File: config.mk
export PLATFORM = sky130hd
export DESIGN_NAME = delayed_state_change_qualifier
export DESIGN_NICKNAME = d
export VERILOG_FILES = /design/src/rtl/dscq_pkg.sv /design/src/rtl/dscq_ctrl.sv /design/src/rtl/dscq_dp.sv /design/src/rtl/delayed_state_change_qualifier.sv
export SDC_FILE = /design/constraint.sdc
export NUM_CORES = 1
export LEC_CHECK = 0
export BUFFER_PORTS_ARGS = -buffer_cell sky130_fd_sc_hd__buf_2
export CELL_PAD_IN_SITES_DETAIL_PLACEMENT = 1
export CELL_PAD_IN_SITES_GLOBAL_PLACEMENT = 2
export CORE_MARGIN = 2
export CORE_UTILIZATION = 30
export CTS_BUF_LIST = sky130_fd_sc_hd__clkbuf_8 sky130_fd_sc_hd__clkbuf_16
export DETAILED_ROUTE_END_ITERATION = 16
export PLACE_DENSITY_LB_ADDON = 0.15
export RECOVER_POWER = 100
export SYNTH_ARGS = -nofsm -noshare
export SYNTH_HDL_FRONTEND = slang
export SYNTH_SLANG_ARGS = --single-unit
File: constraint.sdc
create_clock -name clock -period 8.25 [get_ports clock]
set_input_delay 0.4125 -clock clock [delete_from_list [all_inputs] [get_ports clock]]
set_output_delay 0.4125 -clock clock [all_outputs]
set_load 0.01 [all_outputs]
File: src/rtl/dscq_pkg.sv
// package for the delayed state change qualifier
// beat types, operation codes, controller state and command/status structs
// no dependencies
`default_nettype none

package dscq_pkg;

   localparam int MAX_CHANNELS     = 16;
   localparam int CHANNELS_DEFAULT = 16;

   // operation codes
   localparam logic OP_SAMPLE = 1'b0;
   localparam logic OP_RESCAN = 1'b1;

   typedef struct packed {
      logic        operation;
      logic [3:0]  channel;
      logic [7:0]  new_state;
      logic [15:0] action_delay;
      logic [15:0] rescan_mask;
   } dscq_req_type;

   typedef struct packed {
      logic [3:0] out_channel;
      logic [7:0] out_state;
      logic       is_rescan;
      logic       last;
   } dscq_rsp_type;

   typedef enum logic [1:0] {
      ST_IDLE,
      ST_EXEC,
      ST_SCAN
   } dscq_state_type;

   // controller to datapath
   typedef struct packed {
      logic load;       // capture the request beat
      logic sample_go;  // run read-modify-write of the sampled channel
      logic scan_emit;  // announce the current scan channel
      logic scan_next;  // advance the scan index
   } dscq_cmd_type;

   // datapath to controller
   typedef struct packed {
      logic req_rescan;  // request beat carries a rescan
      logic mask_empty;  // no scan channels left
      logic scan_hit;    // current scan channel is selected
      logic out_free;    // output register can take a beat
   } dscq_sts_type;

endpackage

`default_nettype wire

File: src/rtl/dscq_ctrl.sv
// controller of the delayed state change qualifier
// depends on dscq_pkg
`default_nettype none

module dscq_ctrl import dscq_pkg::*; (
   input  wire logic         clock,
   input  wire logic         reset,
   input  wire logic         req_valid,
   output logic              req_stall,
   input  wire dscq_sts_type sts,
   output dscq_cmd_type      cmd
);

   dscq_state_type state_ff, state_in;

   always_ff @(posedge clock) begin
      if (reset) begin
         state_ff <= ST_IDLE;
      end else begin
         state_ff <= state_in;
      end
   end

   always_comb begin
      state_in  = state_ff;
      cmd       = '0;
      req_stall = 1'b1;
      case (state_ff)
         ST_IDLE: begin
            req_stall = 1'b0;
            if (req_valid) begin
               cmd.load = 1'b1;
               state_in = sts.req_rescan ? ST_SCAN : ST_EXEC;
            end
         end
         ST_EXEC: begin
            if (sts.out_free) begin
               cmd.sample_go = 1'b1;
               state_in      = ST_IDLE;
            end
         end
         ST_SCAN: begin
            if (sts.mask_empty) begin
               state_in = ST_IDLE;
            end else if (!sts.scan_hit) begin
               cmd.scan_next = 1'b1;
            end else if (sts.out_free) begin
               cmd.scan_emit = 1'b1;
               cmd.scan_next = 1'b1;
            end
         end
         default: begin
            state_in = ST_IDLE;
         end
      endcase
   end

endmodule

`default_nettype wire

File: src/rtl/dscq_dp.sv
// datapath of the delayed state change qualifier
// per-channel state registers, scan walker and output register; depends on dscq_pkg
`default_nettype none

module dscq_dp import dscq_pkg::*; #(
   parameter int CHANNELS = CHANNELS_DEFAULT
) (
   input  wire logic         clock,
   input  wire logic         reset,
   input  wire dscq_req_type req_data,
   input  wire dscq_cmd_type cmd,
   output dscq_sts_type      sts,
   input  wire logic         rsp_stall,
   output logic              rsp_valid,
   output dscq_rsp_type      rsp_data
);

   localparam int IDX_W = (CHANNELS > 1) ? $clog2(CHANNELS) : 1;

   // captured request
   logic [IDX_W-1:0]    chan_ff, chan_in;
   logic [7:0]          nstate_ff, nstate_in;
   logic [15:0]         delay_ff, delay_in;
   logic                range_ok_ff, range_ok_in;
   logic [CHANNELS-1:0] mask_ff, mask_in;
   logic [IDX_W-1:0]    scan_idx_ff, scan_idx_in;

   // per-channel state
   logic [7:0]          pub_ff  [CHANNELS];
   logic [7:0]          pub_in  [CHANNELS];
   logic [7:0]          pend_ff [CHANNELS];
   logic [7:0]          pend_in [CHANNELS];
   logic [15:0]         tmr_ff  [CHANNELS];
   logic [15:0]         tmr_in  [CHANNELS];
   logic [CHANNELS-1:0] started_ff, started_in;

   // output register
   logic                rsp_valid_ff, rsp_valid_in;
   dscq_rsp_type        rsp_data_ff, rsp_data_in;

   logic [7:0]          cur_pub, cur_pend;
   logic [15:0]         cur_tmr;
   logic                cur_started;
   logic                need_update;
   logic [CHANNELS-1:0] scan_sel;

   assign cur_pub     = pub_ff[chan_ff];
   assign cur_pend    = pend_ff[chan_ff];
   assign cur_tmr     = tmr_ff[chan_ff];
   assign cur_started = started_ff[chan_ff];

   assign need_update = !cur_started ||
                        ((cur_tmr == 16'd0) ? (cur_pub != nstate_ff) : (cur_pend != nstate_ff));

   assign scan_sel = CHANNELS'(1) << scan_idx_ff;

   assign sts.req_rescan = (req_data.operation == OP_RESCAN);
   assign sts.mask_empty = (mask_ff == '0);
   assign sts.scan_hit   = mask_ff[scan_idx_ff];
   assign sts.out_free   = !rsp_valid_ff || !rsp_stall;

   always_comb begin
      chan_in     = chan_ff;
      nstate_in   = nstate_ff;
      delay_in    = delay_ff;
      range_ok_in = range_ok_ff;
      mask_in     = mask_ff;
      scan_idx_in = scan_idx_ff;
      pub_in      = pub_ff;
      pend_in     = pend_ff;
      tmr_in      = tmr_ff;
      started_in  = started_ff;
      rsp_valid_in = rsp_valid_ff && rsp_stall;
      rsp_data_in  = rsp_data_ff;

      if (cmd.load) begin
         chan_in     = req_data.channel[IDX_W-1:0];
         nstate_in   = req_data.new_state;
         delay_in    = req_data.action_delay;
         range_ok_in = (32'(req_data.channel) < CHANNELS);
         mask_in     = req_data.rescan_mask[CHANNELS-1:0];
         scan_idx_in = '0;
      end

      if (cmd.sample_go && range_ok_ff) begin
         started_in[chan_ff] = 1'b1;
         if (need_update) begin
            tmr_in[chan_ff] = delay_ff;
            if (delay_ff == 16'd0) begin
               pub_in[chan_ff]         = nstate_ff;
               rsp_valid_in            = 1'b1;
               rsp_data_in.out_channel = 4'(chan_ff);
               rsp_data_in.out_state   = nstate_ff;
               rsp_data_in.is_rescan   = 1'b0;
               rsp_data_in.last        = 1'b1;
            end else begin
               pend_in[chan_ff] = nstate_ff;
            end
         end else if (cur_tmr != 16'd0) begin
            // pending state confirmed again: count down
            tmr_in[chan_ff] = cur_tmr - 16'd1;
            if (cur_tmr == 16'd1) begin
               pub_in[chan_ff]         = nstate_ff;
               rsp_valid_in            = 1'b1;
               rsp_data_in.out_channel = 4'(chan_ff);
               rsp_data_in.out_state   = nstate_ff;
               rsp_data_in.is_rescan   = 1'b0;
               rsp_data_in.last        = 1'b1;
            end
         end
      end

      if (cmd.scan_emit) begin
         mask_in                 = mask_ff & ~scan_sel;
         rsp_valid_in            = 1'b1;
         rsp_data_in.out_channel = 4'(scan_idx_ff);
         rsp_data_in.out_state   = pub_ff[scan_idx_ff];
         rsp_data_in.is_rescan   = 1'b1;
         rsp_data_in.last        = ((mask_ff & ~scan_sel) == '0);
      end

      if (cmd.scan_next) begin
         scan_idx_in = scan_idx_ff + IDX_W'(1);
      end
   end

   always_ff @(posedge clock) begin
      if (reset) begin
         for (int i = 0; i < CHANNELS; i++) begin
            pub_ff[i]  <= '0;
            pend_ff[i] <= '0;
            tmr_ff[i]  <= '0;
         end
         started_ff   <= '0;
         mask_ff      <= '0;
         rsp_valid_ff <= 1'b0;
      end else begin
         pub_ff       <= pub_in;
         pend_ff      <= pend_in;
         tmr_ff       <= tmr_in;
         started_ff   <= started_in;
         mask_ff      <= mask_in;
         rsp_valid_ff <= rsp_valid_in;
      end
   end

   always_ff @(posedge clock) begin
      chan_ff     <= chan_in;
      nstate_ff   <= nstate_in;
      delay_ff    <= delay_in;
      range_ok_ff <= range_ok_in;
      scan_idx_ff <= scan_idx_in;
      rsp_data_ff <= rsp_data_in;
   end

   assign rsp_valid = rsp_valid_ff;
   assign rsp_data  = rsp_data_ff;

endmodule

`default_nettype wire

File: src/rtl/delayed_state_change_qualifier.sv
// delayed state change qualifier: per-channel debounce with action delay
// top level joining dscq_ctrl and dscq_dp; depends on dscq_pkg
//
// usage
//   req channel: one beat is a sample (channel, thresholded state, action
//   delay) or a rescan (channel mask), taken when req_valid is high and
//   req_stall is low.
//   rsp channel: announcements (channel, published state, rescan flag, last
//   flag). last marks the final beat caused by one request beat.
//   sequence: a sample is captured, then a read-modify-write of the
//   channel's state registers runs; its announcement, if any, is written
//   to the output register by that read-modify-write. a rescan walks the
//   mask one channel per cycle, a selected channel waiting for a free
//   output register, and returns to idle once it sees the mask empty.
//   stall: the output register holds its beat while rsp_stall is high; a
//   sample's read-modify-write and each rescan announcement wait for a free
//   output register.
//   reset: synchronous, active high; clears all channel state (published,
//   pending, timer, started) and drops any beat in the output register.
//   the block can take a request beat as soon as reset is released.
`default_nettype none

module delayed_state_change_qualifier import dscq_pkg::*; #(
   parameter int CHANNELS = CHANNELS_DEFAULT
) (
   input  wire logic         clock,
   input  wire logic         reset,
   // request channel
   input  wire logic         req_valid,
   output logic              req_stall,
   input  wire dscq_req_type req_data,
   // response channel
   output logic              rsp_valid,
   input  wire logic         rsp_stall,
   output dscq_rsp_type      rsp_data
);

   // command and status between controller and datapath
   dscq_cmd_type cmd;
   dscq_sts_type sts;

   // controller: idle / sample read-modify-write / mask scan
   dscq_ctrl u_ctrl (
      .clock     (clock),
      .reset     (reset),
      .req_valid (req_valid),
      .req_stall (req_stall),
      .sts       (sts),
      .cmd       (cmd)
   );

   // datapath: channel state, scan walker, output register
   dscq_dp #(
      .CHANNELS (CHANNELS)
   ) u_dp (
      .clock     (clock),
      .reset     (reset),
      .req_data  (req_data),
      .cmd       (cmd),
      .sts       (sts),
      .rsp_stall (rsp_stall),
      .rsp_valid (rsp_valid),
      .rsp_data  (rsp_data)
   );

endmodule

`default_nettype wire

==> impl_metrics.tcl <==
set metrics [dict create \
    firstDrtPassIters 5 \
    cp_data_arrival_time_ns 7.39 \
    htreeDepth 3 \
    grt_pass1_wl_um 153600 \
    ys_ff_latch 593 \
    final-setup-viol-count 0 \
    yosysMostFrequentCell "dfxtp_1" \
    core.rowCount 115 \
    p_leak_nw 13.10 \
    yosysSeqAreaShare_pct 41.24 \
    holdBufCountCts 24 \
    wl_um 102400 \
    start_kind "flip-flop" \
    grt_busiest_layer "met2" \
    netlist_area_um2 29880 \
    drive_above_1_share_pct 15.71 \
    gp_congestion 0.7792 \
    fin_hold_ws_ns 0.03747 \
    cp.required_ns 8.67 \
    fmax_mhz 143.5 \
    die_w_um 319.6 \
    criticalPathCategory "reg -> reg" \
    via_count 21198 \
    ant_nets 0 \
    grt_max_degree 235 \
    drtIter0Drc 1580 \
    drv_slew 470 \
    post_drt_via_cell_ratio 5.394 \
    end_kind "flip-flop" \
    insertion_delay_ns 0.63 \
    core_area_um2 98560 \
    drc 0 \
    yosys-top-cells-count "548 x dfxtp_1, 493 x nand2b_1, 303 x mux2i_1" \
    finClkSkew_ns 0.02184 \
    chipHeight_um 319.6 \
    yosysTopAreaCellShare_pct 36.72 \
    wl_per_cell_um 26.05 \
    synth_nets 2681 \
    area_delta_synth_final_pct 9.950 \
    grt_pass1_vias 22691 \
    peakVddDrop_mv 0.1244 \
    maxCapViolCount 19 \
    clock_tree.buffer_depth 3 \
    yosysWarnings 0 \
    hold_viol_final 0 \
    synth_cell_types 80 \
    path_clk_slew_ns 0.06 \
    grt_overflow_total 0 \
    synth_top_flop_cell "dfxtp_1" \
    io_pins 65 \
    relSlewSlack_pct -160.3 \
    synth_enable_flop_cells 45 \
    gr-usage-met1_pct 27.53 \
    syn_area_per_cell_um2 11.39 \
    io_buffers 64 \
    dp_hpwl_um 65280 \
    antenna_found_initial 4 \
    dieArea_um2 102100 \
    postCtsSetupRepairBufs 0 \
    fillers 10692 \
    initial_core_util_pct 30.31 \
    grt_use_met2_pct 32.69 \
    async_reset_ff_share_pct 0 \
    period_share_pct 84.49 \
    cts.sinks 593 \
    cts_tree "done" \
    powerDensity_nw_per_um2 203.4 \
    worst-slew-pin-transition_ns 3.905 \
    netlist.top_cell.by_area "dfxtp_1" \
    synthTopCellsByArea "dfxtp_1 37%, nand2b_1 10%, mux2i_1 10%" \
    track_usage_pct 19.84 \
    root_buffer "clkbuf_16" \
    failed_checks "max-capacitance violations, max-slew violations" \
    cts-resized-gates 0 \
    worstPathMaxFanout 33 \
    rsz0062_at_grt "no" \
    finalNetCount 2642 \
    min_path_type "in -> reg" \
    period_needed_ns 6.970 \
    netlist_instances 2624 \
    grtUsageMet3_pct 2.406 \
    tns_ns 0 \
    cts_buffers 74 \
    status "complete, but fails checks" \
]
[final cells by class]
class / count / area [um^2] / share of cell area, %
multi-input combinational: 1772 / 15650 / 47.63
sequential: 593 / 12320 / 37.51
clock buffer: 85 / 2014 / 6.132
tap: 1287 / 1610 / 4.902
timing repair buffer: 127 / 863.3 / 2.628
clock inverter: 48 / 326.6 / 0.9941
inverter: 17 / 63.81 / 0.1942
antenna: 1 / 2.502 / 0.007617
[state kept, by name, summed over array words and instances (netlist names)]
signal / count
u_dp.rsp_valid: 1
u_dp.delay_ff: 16
u_dp.chan_ff: 4
u_dp.mask_ff: 16
u_dp.tmr_ff: 256
u_dp.pub_ff: 128
u_ctrl.state_ff: 2
u_dp.rsp_data: 14
u_dp.nstate_ff: 8
u_dp.started_ff: 16
u_dp.scan_idx_ff: 4
u_dp.pend_ff: 128
[logic make-up after synthesis]
kind of cell,after synthesis,share of synthesized area [%]
AO/OA/AOI/OAI,434,10.16
XOR/XNOR,25,0.8082
adder cells (fa/ha/maj),8,0.3350
buffers and inverters,259,5.523
flip-flops,593,41.24
multiplexers,510,26.11
AND/OR/NAND/NOR,795,15.83
[worst paths after layout]
| kind | from | endpoint | slack (ns) | cells past startpoint |
|---|---|---|---|---|
| worst max-delay path | u_dp.chan_ff[3] | u_dp.pub_ff[69] | 1.28 | 10 |
| worst min-delay path | req_data[0] | u_dp.mask_ff[0] | 0.04 | 3 |
| worst max register to register | u_dp.chan_ff[3] | u_dp.pub_ff[69] | 1.28 | 10 |
| worst min register to register | u_dp.started_ff[14] | u_dp.started_ff[14] | 0.46 | 2 |
[per-stage QoR]
step | utilization [%] | setup slack, ns | instances | total power (W) | cell area (um^2)
final | 33.33 | 1.280 | 3930 | 0.006681 | 32850
after global routing | 33.33 | 0.9972 | 3929 | 0.006923 | 32850
after CTS | 33.68 | 2.000 | 3929 | 0.006778 | 33200
after detailed placement | 31.06 | 2.029 | 3772 | 0.003564 | 30610
after global placement | 31.06 | 2.151 | 3772 | 0.003557 | 30610
after floorplan | - | 2.051 | 2624 | 0.003394 | 29880
[metal layers]
layer  vias up  wire, um
met2       402     48220
li1       9554         -
met1     11104     48970
met5         -         0
met3       138      3066
met4         0      2115
[layout by cell type (no fill, tap or decap), types with 28 or more instances in the layout]
cell	count
clkbuf_16	75
o21ba_2	32
buf_4	29
nand3_1	28
buf_2	38
o22ai_1	226
a21oi_1	35
a22oi_1	39
nand2b_1	491
inv_1	35
nor2_1	91
mux4_2	123
mux2i_1	318
nand2_1	75
edfxtp_1	45
clkbuf_1	28
a211oi_1	33
mux4_1	46
dfxtp_1	548
nor3_1	28
[power by group]
group          internal (W)  total (W)  switching, W
clock network       0.00184    0.00317       0.00134
registers           0.00293    0.00298     0.0000472
logic              0.000198   0.000526      0.000328
total               0.00497    0.00668       0.00171
[worst max-delay path, cell delays in order (launching register included)]
cell and delay, ns:
edfxtp_1 0.67, buf_12 0.29, nor2b_1 1.52, a22oi_1 0.54
nand2_1 0.27, or4_1 0.25, and4bb_1 0.28, mux2_1 0.39
a211o_4 0.53, mux2i_1 1.72, mux2i_1 0.26
No activity file was read; power rests on OpenSTA's default activity.
